### src/sv/dhg_pkg.sv
// shared types, constants and codes of the diff hunk grouper
package dhg_pkg;

  // width of the edit index and of the running line counts
  localparam int unsigned IndexBits = 32;
  // width of the result fields on the output bus
  localparam int unsigned FieldBits = 32;
  localparam int unsigned CtxBits   = 10;
  localparam int unsigned GapBits   = CtxBits + 1;
  localparam int unsigned OpBits    = 2;
  localparam int unsigned InDataBits  = ((OpBits + 7) / 8) * 8;
  localparam int unsigned OutDataBits = 6 * FieldBits;

  localparam logic [CtxBits-1:0] CtxReset = CtxBits'(3);
  localparam logic [GapBits-1:0] GapMax   = {GapBits{1'b1}};

  typedef logic [IndexBits-1:0] idx_t;
  typedef logic [FieldBits-1:0] field_t;
  typedef logic [CtxBits-1:0]   ctx_t;
  typedef logic [GapBits-1:0]   gap_t;

  typedef enum logic [OpBits-1:0] {
    OP_COMMON = 2'd0,
    OP_INSERT = 2'd1,
    OP_DELETE = 2'd2
  } op_e;

  // running state of the grouper between beats
  typedef struct packed {
    idx_t edit_index;
    idx_t old_total;
    idx_t new_total;
    logic hunk_open;
    idx_t change_end;
    gap_t gap_commons;
    idx_t range_first;
    idx_t old_first;
    idx_t new_first;
    logic new_first_pending;
    idx_t old_span;
    idx_t new_span;
  } dhg_state_t;

  // one closed hunk
  typedef struct packed {
    field_t new_count;
    field_t new_start;
    field_t old_count;
    field_t old_start;
    field_t last_edit;
    field_t first_edit;
  } dhg_hunk_t;

endpackage

### src/sv/diff_hunk_grouper_unit.sv
// top level of the diff hunk grouper: input register, step logic, hunk register
//
//  channel   dir  handshake            payload
//  s_axis    in   tvalid/tready        tdata[1:0] op, tlast marks final edit
//  m_axis    out  tvalid/tready        tdata: six 32-bit hunk fields
//  cfg       in   valid/ready          data: context_lines (10 bits)
//
// one edit symbol per cycle unless m_axis stalls; path: input register, then hunk register
// the step logic between the input register and the hunk register sets the rate
// a stalled output holds the hunk register and, once the input register is full, s_axis
// cfg is taken only while the input register is empty, so no edit in flight sees a new context
// reset clears the stream state and sets context_lines to 3
// the stream state returns to zero after the edit marked last
module diff_hunk_grouper_unit (
  input  logic clk_i,
  input  logic rst_ni,

  input  logic                             s_axis_tvalid_i,
  output logic                             s_axis_tready_o,
  // op [1:0], zero padding above
  input  logic [dhg_pkg::InDataBits-1:0]   s_axis_tdata_i,
  input  logic                             s_axis_tlast_i,

  output logic                             m_axis_tvalid_o,
  input  logic                             m_axis_tready_i,
  // first_edit, last_edit, old_start, old_count, new_start, new_count (lowest first)
  output logic [dhg_pkg::OutDataBits-1:0]  m_axis_tdata_o,

  input  logic                             cfg_valid_i,
  output logic                             cfg_ready_o,
  input  dhg_pkg::ctx_t                    cfg_data_i
);
  import dhg_pkg::*;

  // context register, written only with the input register empty
  ctx_t ctx_q;

  // input register
  logic              in_valid_q;
  logic [OpBits-1:0] in_op_q;
  logic              in_last_q;

  // stream state and hunk register
  dhg_state_t state_q, state_d;
  logic       out_valid_q;
  dhg_hunk_t  hunk_q, hunk_d;
  logic       emit;

  logic advance, fire;

  // the pipe moves whenever the hunk register is free or being drained
  assign advance = !out_valid_q || m_axis_tready_i;
  assign fire    = in_valid_q && advance;

  assign s_axis_tready_o = !in_valid_q || advance;
  assign cfg_ready_o     = !in_valid_q;

  always_ff @(posedge clk_i or negedge rst_ni) begin
    if (!rst_ni) begin
      ctx_q <= CtxReset;
    end else if (cfg_valid_i && cfg_ready_o) begin
      ctx_q <= cfg_data_i;
    end
  end

  always_ff @(posedge clk_i or negedge rst_ni) begin
    if (!rst_ni) begin
      in_valid_q <= 1'b0;
    end else if (s_axis_tready_o) begin
      in_valid_q <= s_axis_tvalid_i;
    end
  end

  // payload of the input beat, no reset
  always_ff @(posedge clk_i) begin
    if (s_axis_tready_o && s_axis_tvalid_i) begin
      in_op_q   <= s_axis_tdata_i[OpBits-1:0];
      in_last_q <= s_axis_tlast_i;
    end
  end

  dhg_step u_step (
    .state_i (state_q),
    .op_i    (in_op_q),
    .last_i  (in_last_q),
    .ctx_i   (ctx_q),
    .state_o (state_d),
    .emit_o  (emit),
    .hunk_o  (hunk_d)
  );

  always_ff @(posedge clk_i or negedge rst_ni) begin
    if (!rst_ni) begin
      state_q     <= '0;
      out_valid_q <= 1'b0;
    end else begin
      if (fire) begin
        state_q <= state_d;
      end
      if (advance) begin
        out_valid_q <= fire && emit;
      end
    end
  end

  always_ff @(posedge clk_i) begin
    if (fire && emit) begin
      hunk_q <= hunk_d;
    end
  end

  assign m_axis_tvalid_o = out_valid_q;
  assign m_axis_tdata_o  = hunk_q;

  // a full input register must not be overwritten while the hunk register stalls
  a_hold_on_stall: assert property (@(posedge clk_i) disable iff (!rst_ni)
    (in_valid_q && out_valid_q && !m_axis_tready_i) |-> !s_axis_tready_o)
    else $error("input taken while the pipe is stalled");

  // the edit marked last leaves the stream state cleared
  a_clear_after_last: assert property (@(posedge clk_i) disable iff (!rst_ni)
    (fire && in_last_q) |=> (state_q.edit_index == '0 && !state_q.hunk_open))
    else $error("stream state not cleared after last edit");

  // a pending new start only exists inside an open hunk
  a_pending_open: assert property (@(posedge clk_i) disable iff (!rst_ni)
    state_q.new_first_pending |-> state_q.hunk_open)
    else $error("new start pending with no open hunk");

  // a hunk beat appears only after a processed edit
  a_out_from_fire: assert property (@(posedge clk_i) disable iff (!rst_ni)
    $rose(out_valid_q) |-> $past(fire))
    else $error("hunk beat without a processed edit");

endmodule

### src/sv/dhg_step.sv
// next-state and hunk logic for one edit symbol
module dhg_step (
  input  dhg_pkg::dhg_state_t state_i,
  input  logic [dhg_pkg::OpBits-1:0] op_i,
  input  logic                 last_i,
  input  dhg_pkg::ctx_t        ctx_i,
  output dhg_pkg::dhg_state_t  state_o,
  output logic                 emit_o,
  output dhg_pkg::dhg_hunk_t   hunk_o
);
  import dhg_pkg::*;

  logic       is_ins, is_del, is_change;
  gap_t       ctx_ext, pre, gap_inc, close_gap;
  idx_t       pre_idx, gap_idx, del_idx, ins_idx, old_after, new_after, tail_idx;
  dhg_state_t mid;
  logic       close_common;

  always_comb begin
    case (op_e'(op_i))
      OP_INSERT: begin
        is_ins = 1'b1;
        is_del = 1'b0;
      end
      OP_DELETE: begin
        is_ins = 1'b0;
        is_del = 1'b1;
      end
      default: begin
        // common, and the unused code handled as common
        is_ins = 1'b0;
        is_del = 1'b0;
      end
    endcase
  end

  assign is_change = is_ins | is_del;
  assign ctx_ext   = GapBits'(ctx_i);
  assign pre       = (state_i.gap_commons < ctx_ext) ? state_i.gap_commons : ctx_ext;
  assign pre_idx   = IndexBits'(pre);
  assign gap_idx   = IndexBits'(state_i.gap_commons);
  assign del_idx   = IndexBits'(is_del);
  assign ins_idx   = IndexBits'(is_ins);
  assign old_after = state_i.old_total + del_idx;
  assign new_after = state_i.new_total + ins_idx;
  assign gap_inc   = (state_i.gap_commons < GapMax) ? state_i.gap_commons + gap_t'(1)
                                                    : state_i.gap_commons;
  assign close_gap = {ctx_i, 1'b1};

  always_comb begin
    mid          = state_i;
    close_common = 1'b0;
    if (is_change) begin
      if (!state_i.hunk_open) begin
        mid.hunk_open   = 1'b1;
        mid.range_first = state_i.edit_index - pre_idx;
        if (pre != '0) begin
          mid.old_first         = state_i.old_total - pre_idx + idx_t'(1);
          mid.new_first         = state_i.new_total - pre_idx + idx_t'(1);
          mid.new_first_pending = 1'b0;
        end else begin
          mid.old_first         = old_after;
          mid.new_first         = new_after;
          mid.new_first_pending = is_del;
        end
        mid.old_span = pre_idx + del_idx;
        mid.new_span = pre_idx + ins_idx;
      end else begin
        mid.old_span = state_i.old_span + gap_idx + del_idx;
        mid.new_span = state_i.new_span + gap_idx + ins_idx;
        if (state_i.new_first_pending && is_ins) begin
          mid.new_first         = new_after;
          mid.new_first_pending = 1'b0;
        end
      end
      mid.change_end  = state_i.edit_index;
      mid.gap_commons = '0;
      mid.old_total   = old_after;
      mid.new_total   = new_after;
    end else begin
      mid.old_total   = state_i.old_total + idx_t'(1);
      mid.new_total   = state_i.new_total + idx_t'(1);
      mid.gap_commons = gap_inc;
      if (state_i.hunk_open) begin
        if (state_i.new_first_pending && (gap_inc <= ctx_ext)) begin
          mid.new_first         = state_i.new_total + idx_t'(1);
          mid.new_first_pending = 1'b0;
        end
        close_common = (gap_inc == close_gap);
      end
    end
    mid.edit_index = state_i.edit_index + idx_t'(1);
  end

  // trailing context of the hunk that closes on this beat
  assign tail_idx = IndexBits'((mid.gap_commons < ctx_ext) ? mid.gap_commons : ctx_ext);

  assign emit_o = mid.hunk_open && (close_common || last_i);

  assign hunk_o.first_edit = FieldBits'(mid.range_first);
  assign hunk_o.last_edit  = FieldBits'(mid.change_end + tail_idx);
  assign hunk_o.old_start  = FieldBits'(mid.old_first);
  assign hunk_o.old_count  = FieldBits'(mid.old_span + tail_idx);
  assign hunk_o.new_start  = FieldBits'(mid.new_first);
  assign hunk_o.new_count  = FieldBits'(mid.new_span + tail_idx);

  always_comb begin
    state_o = mid;
    if (last_i) begin
      state_o = '0;
    end else if (close_common) begin
      state_o.hunk_open         = 1'b0;
      state_o.new_first_pending = 1'b0;
    end
  end

endmodule
### config.mk
export PLATFORM = sky130hd
export DESIGN_NAME = diff_hunk_grouper_unit
export DESIGN_NICKNAME = d
export VERILOG_FILES = /design/src/sv/dhg_pkg.sv /design/src/sv/diff_hunk_grouper_unit.sv /design/src/sv/dhg_step.sv
export SDC_FILE = /design/constraint.sdc
export NUM_CORES = 2
export LEC_CHECK = 0
export ABC_AREA = 1
export BUFFER_PORTS_ARGS = -buffer_cell sky130_fd_sc_hd__buf_2
export CAP_MARGIN = 15
export CORE_MARGIN = 4
export CORE_UTILIZATION = 55
export DETAILED_ROUTE_END_ITERATION = 16
export GPL_TIMING_DRIVEN = 0
export PLACE_DENSITY = 0.76
export SLEW_MARGIN = 15
export SYNTH_ARGS = -nofsm -noshare
export SYNTH_HDL_FRONTEND = slang
export SYNTH_SLANG_ARGS = --single-unit
export TNS_END_PERCENT = 20
### constraint.sdc
create_clock -name clk_i -period 11.15 [get_ports clk_i]
set_input_delay 1.115 -clock clk_i [delete_from_list [all_inputs] [get_ports clk_i]]
set_output_delay 1.115 -clock clk_i [all_outputs]
set_load 0.05 [all_outputs]
### After elaboration in Yosys (flattened, before gate mapping)

Index checks and enable logic that the tools add are counted.

* register bits: 508
* output and inout bits: 195
* word-level logic and storage cells: 94

* reductions and logical operators: 16
* $add $sub $neg: 20
* magnitude comparators: 4
* eq/ne operators: 4
* bitwise logic cells: 1
* mux-type cells: 26

Operators by type and width (number)
* 64-bit 2-to-1 mux: 5
* 33-bit 2-to-1 mux: 5
* 32-bit by 1-bit adder with 32-bit output, second input constant: 5
* 139-bit 2-to-1 mux: 1
* 32-bit by 1-bit adder with 32-bit output: 4
* 97-bit 2-to-1 mux: 1
* 32-bit adder: 3
* 96-bit 2-to-1 mux: 1
* 32-bit by 11-bit subtractor with 32-bit output: 3
* 65-bit 2-to-1 mux: 1
* 32-bit by 11-bit adder with 32-bit output: 2
* 11-bit 2-to-1 mux: 4
* 11-bit by 1-bit adder with 12-bit output: 2
* 11-bit by 10-bit < comparator with 1-bit output: 2
* 11-bit by 1-bit adder with 11-bit output, second input constant: 1
* 11-bit equality test: 1
* 11-bit by 10-bit less-or-equal comparator with 1-bit output: 1
* 11-bit < comparator, second input constant: 1
* 11-bit nonzero test: 1
* 1-bit 2-to-1 mux: 8
* 4-bit nonzero test: 2
* 1-bit logical AND: 7
* 5-bit != test, second input constant: 1
* 4-bit AND reduction: 1
* other kinds (5): 8

### Longest topological paths before layout

* depth in word-level cells: 9
* depth in mapped cells: 37
* depth with buffers taken out: 33

### Hierarchy

A second synthesis with hierarchy kept.

* cells, all modules: 5870
* area total of the unflattened synthesis: 39853.2 µm²

Modules (own cells, without submodules)
* dhg_step: cells each 4315, area an instance 21684.5 µm², times used 1, sequential area each 0.0 µm²
* diff_hunk_grouper_unit: cells each 1555, area an instance 18168.7 µm², times used 1, sequential area each 13690.6 µm²

### Least setup slack after synthesis

Ideal clock, no wire load.

* path type: reg-to-reg
* from: register in_op_q[1]
* to: register hunk_q, in the netlist m_axis_tdata_o[0] (enable)
* cell stages (with the launch flop): 12
* path buffers: 6
* clock period less this slack: 10920 ps
* slack: 230 ps
* data arrival time: 10169 ps
* required time: 10399 ps
* cells stage by stage: edfxtp_1 -> ha_1 -> buf_2 -> buf_2 -> buf_2 -> clkbuf_1 -> buf_2 -> buf_1 -> nand2_1 -> nand2_1 -> inv_1 -> nor2_1

* cells in the longest elaborated chain, start to end: 7
* elaborated cells between the ends (all ways): 10

RTL lines
* start: declaration: RTL line diff_hunk_grouper_unit.sv:40 `logic [OpBits-1:0] in_op_q;`
* start signal: assignment: RTL line diff_hunk_grouper_unit.sv:77 `in_op_q <= s_axis_tdata_i[OpBits-1:0];`
* 2-bit by 1-bit equality test with 1-bit output / 2-bit equality test (equally long branches): RTL line dhg_step.sv:20 `case (op_e'(op_i))`
* 1-bit 2-to-1 mux: RTL line dhg_step.sv:20
* 1-bit bitwise OR (*): RTL line dhg_step.sv:37 `assign is_change = is_ins | is_del;`
* 1-bit 2-to-1 mux: RTL line dhg_step.sv:53 `if (is_change) begin`
* 1-bit logical OR: RTL line dhg_step.sv:98 `assign emit_o = mid.hunk_open && (close_common || last_i);`
* 1-bit logical AND (*): RTL line dhg_step.sv:98
* 1-bit logical AND (*): RTL line diff_hunk_grouper_unit.sv:107 `if (fire && emit) begin`
* end signal: assignment: RTL line diff_hunk_grouper_unit.sv:108 `hunk_q <= hunk_d;`
* end: declaration: RTL line diff_hunk_grouper_unit.sv:46 `dhg_hunk_t hunk_q, hunk_d;`

Mark *: on every way between the ends. The rest lies on a longest branch, timed or not.
A chain may end at the register's enable or synchronous reset.

==> results.md <==
* Max Clock Skew at about 0.036 ns
* Maximum resistive drop on vdd at roughly 0.13 mV
* Distinct cell type count after synthesis at 74
* Sequential share of power at 0.313
* Hold Crit Class: in2async
* Sequential area share after synthesis at 0.373
* Sw Ratio at 0.447
* Largest net degree at the start of global routing at 91
* Commonest non-fill, non-tap cells in the layout: sky130_fd_sc_hd__nand2_1 (1,028), sky130_fd_sc_hd__inv_1 (657), sky130_fd_sc_hd__o21ai_0 (394), sky130_fd_sc_hd__nor2_1 (377), sky130_fd_sc_hd__dfrtp_1 (311)
* X dimension of the die at about 270 µm
* Largest incremental delay on the critical path at around 0.81 ns
* Yosys warning total at 0
* I/O pin count at 219
* Post-synth EDFFs at about 200
* Destination of the worst register-to-register timing path: m_axis_tdata_o[58]
* Share of final-layout standard cells stronger than drive strength 1 at 0.100
* Drt pass-1 iters at 6
* Final setup fails at 0
* Normalized max-slew margin at 0.0638
* Power density normalized to cell area at 195 nW/µm²
* Area occupied by multi-input gates at 19,800 µm²
* Post-synthesis share of cell area spent on full adders, half adders and majority gates at 0.0812
* Time the worst path needs with I/O delays and setup at slightly below 9 ns
* Sum of negative setup slack at 0 ns
* Run status: finished clean
* DRC violation count after routing at 0
* Unrepaired setup endpoints after global routing: false
* Antenna violations before repair at 4
* Slew Limit Fails at 0
* Die outline height at about 270 µm
* Combined area of all synthesized cells at ~37,000 µm²
* Hold-fix buffer count after cts at 0
* Effective utilization at floorplan at 0.557
* Antenna Nets Post-Route at 0
* Final worst-path cycle share at 0.798
* Filler cell count in the final layout at about 6,000
* Most common library cell in the layout ignoring fill and taps: sky130_fd_sc_hd__nand2_1
* FP Rows at 94
* Cells resized by post-CTS repair at 0
* Worst setup path start: in_op_q[0]
* Total Routed Length at 134,000 µm
* Final #Nets at 5,423
* Count of max-cap constraint violations at 0
* Vias in the first global route at 34,500
* Post-synthesis async set-or-reset flop share at 0.616
* Highest fanout seen on the critical path at 10
* Root buffer selected by CTS: sky130_fd_sc_hd__clkbuf_16
* Highest clock frequency the design can meet at around 110 MHz
* Worst setup SP type: register
* FF-to-FF path depth at 37
* Total internal power at ~0.0045 W
* Half-perimeter wire length after placement at between 100,000 and 150,000 µm
* Highest-delay cell along the critical path: sky130_fd_sc_hd__o21ai_1
* Net switching component of the power at about 0.0036 W
* Final Hold Viols at 0
* Antenna diode count at 0
* Sink Count at about 500
* Clock share of power at 0.255
* Area fraction in compound gates after synthesis at 0.163
* Most repeated library cell on the critical path: sky130_fd_sc_hd__nand2_1
* Congestion Overflow GR at 0
* Leak pwr at between 15 and 20 nW
* Slew at the pin closest to its max-slew limit at around 1.4 ns
* Clock tree from TritonCTS: done
* Vias/cell at 5.97
* Iteration-0 DRC Markers at roughly 4,500
* Endpoint class of the critical path: register
* Hold slack at 0.427 ns
* Share of the synthesized netlist area taken by xor and xnor gates at 0.0552
* Simple-gate share of the synthesized area at 0.239
* Main combinational cell family by area after synthesis: simple AND/OR/NAND/NOR gates
* Worst setup path class: reg2reg
* Critical register-to-register path startpoint: in_op_q[0]
* Number of buffers created by CTS at 58
* Floorplan Core Area at 65,900 µm²
* Synthesized area per cell at approximately 7.5 µm²
* Number of buffers added for setup after CTS at 0
* Global-route wire length before repair at about 200,000 µm
* Required time at the endpoint of the critical path at 11.55 ns
* Via count at roughly 36,000
* Total Die Area at 70,900 µm²
* Routed wire per std cell at roughly 22 µm
* Fraction of synthesized area in multiplexers at 0.000307
* Routability Congestion at just over 1
* Setup slack of the worst register-to-register path at 2.25 ns
* Clock Tree Buf Depth at 3
* Clock latency on the worst-skew pair at approximately 0.67 ns
* Count of port buffers added during placement at about 210
* Htree depth at 2
* Worst Path Arrival at a little over 9 ns
* Area added between synthesis and finish at 12.2%
* Global-route total usage across every layer at 0.368
* CTS clk-pin slew, worst paths at 0.06 ns
* Dominant register cell in the synthesized netlist: sky130_fd_sc_hd__dfrtp_1
* Synthesized instance count at slightly below 5,000
* Count of state elements after synthesis at a little over 500
* Area taken by flip-flops and latches at 13,700 µm²
* Combinational share of power at 0.433
[metal layers]
metal  track usage  up-vias  part of all wire
li1              -    16800                 -
met1         0.508    17100              0.41
met2         0.543     2014              0.42
met3        0.0911      380              0.12
met4         0.179        2             0.056
met5             0        -           0.00043
[how the worst max path moves through the flow]
| stage | end | slack (ns) | depth (start not counted) |
|---|---|---|---|
| 6_report | m_axis_tdata_o[58] | 2.25 | 37 |
| 5_1_grt | m_axis_tdata_o[58] | 2.01 | 37 |
| 4_1_cts | m_axis_tdata_o[58] | 2.65 | 36 |
| 3_5_place_dp | m_axis_tdata_o[58] | 2.72 | 36 |
| 3_3_place_gp | m_axis_tdata_o[150] | -4.85 | 11 |
| 2_1_floorplan | m_axis_tdata_o[0] | 0.23 | 11 |
[worst max-delay path, delay by kind of cell, from the launching register on]
family                     cells  cell delay (ns)
AOI/OAI and AO/OA              8             2.29
adders and majority gates      3             0.93
buffers and inverters         11             3.53
DFF                            1             0.49
and+or+nand+nor               15             1.34
[through the flow]
| step | area (µm²) | util | instances | total power (W) | worst slack, ns |
|---|---|---|---|---|---|
| floorplan | 36700 | - | 4882 | 0.00479 | 0.230 |
| global placement | 38800 | 0.589 | 5958 | 0.00585 | -4.85 |
| detailed placement | 39100 | 0.594 | 5970 | 0.00589 | 2.72 |
| CTS | 41100 | 0.625 | 6080 | 0.00795 | 2.65 |
| global route | 41100 | 0.625 | 6081 | 0.00843 | 2.01 |
| finish | 41100 | 0.625 | 6081 | 0.00804 | 2.25 |
[Yosys cell counts, drive strengths merged (2+ instances only)]
library cell,number,area [µm²]
xnor2,38,333
a31oi,20,125
fa,10,200
o311ai,2,17.5
a221oi,2,17.5
nor4,25,163
o21ai,485,2470
nand4,76,488
o211ai,33,253
dfrtp,311,7780
edfxtp,195,5860
buf,41,203
nand2,1079,4230
or2,11,68.8
o21bai,13,109
dfstp,2,52.6
nand3,276,1470
a21o,16,120
clkinv,4,15.0
inv,684,2570
o21a,16,120
a211oi,4,30.0
nand3b,5,41.3
a21oi,304,1560
and3,3,18.8
o22ai,115,719
conb,2,7.51
nor2,406,1620
a22o,22,193
clkbuf,120,450
ha,222,2780
a21boi,8,67.6
o221ai,3,26.3
nor3b,3,27.5
o31ai,6,50.1
nor3,112,622
xor2,193,1690
[logic make-up (layout without fill, tap and decap cells)]
logic type      after synthesis  count (layout)
xor+xnor                    231             231
other cells                   2               6
buf+inv                     849            1184
mux                           1               1
compound gates             1058            1058
fa+ha+maj                   232             232
flops                       508             508
simple gates               1997            1997
[power by group through the flow]
stage | sequential [W] | combinational (W) | clock (W)
2_1_floorplan | 0.00276 | 0.00203 | 0
3_3_place_gp | 0.00256 | 0.00329 | 0
3_5_place_dp | 0.00253 | 0.00336 | 0
4_1_cts | 0.00250 | 0.00338 | 0.00206
5_1_grt | 0.00254 | 0.00375 | 0.00214
6_report | 0.00251 | 0.00348 | 0.00205
[area by class of cell]
| type | instances | area share |
|---|---|---|
| Multi-Input combinational cell | 3525 | 0.480 |
| Sequential cell | 508 | 0.333 |
| Inverter | 688 | 0.0628 |
| Clock buffer | 76 | 0.0397 |
| Timing Repair Buffer | 225 | 0.0327 |
| Tap cell | 864 | 0.0263 |
| Buffer | 161 | 0.0159 |
| Clock inverter | 34 | 0.00976 |
[flip-flops by register name (all words and copies together), names as in the netlist]
signal	cells
ctx_q	10
in_last_q	1
in_op_q	2
in_valid_q	1
m_axis_tdata_o	192
m_axis_tvalid_o	1
state_q	301
(Power assumes the default switching activity.)
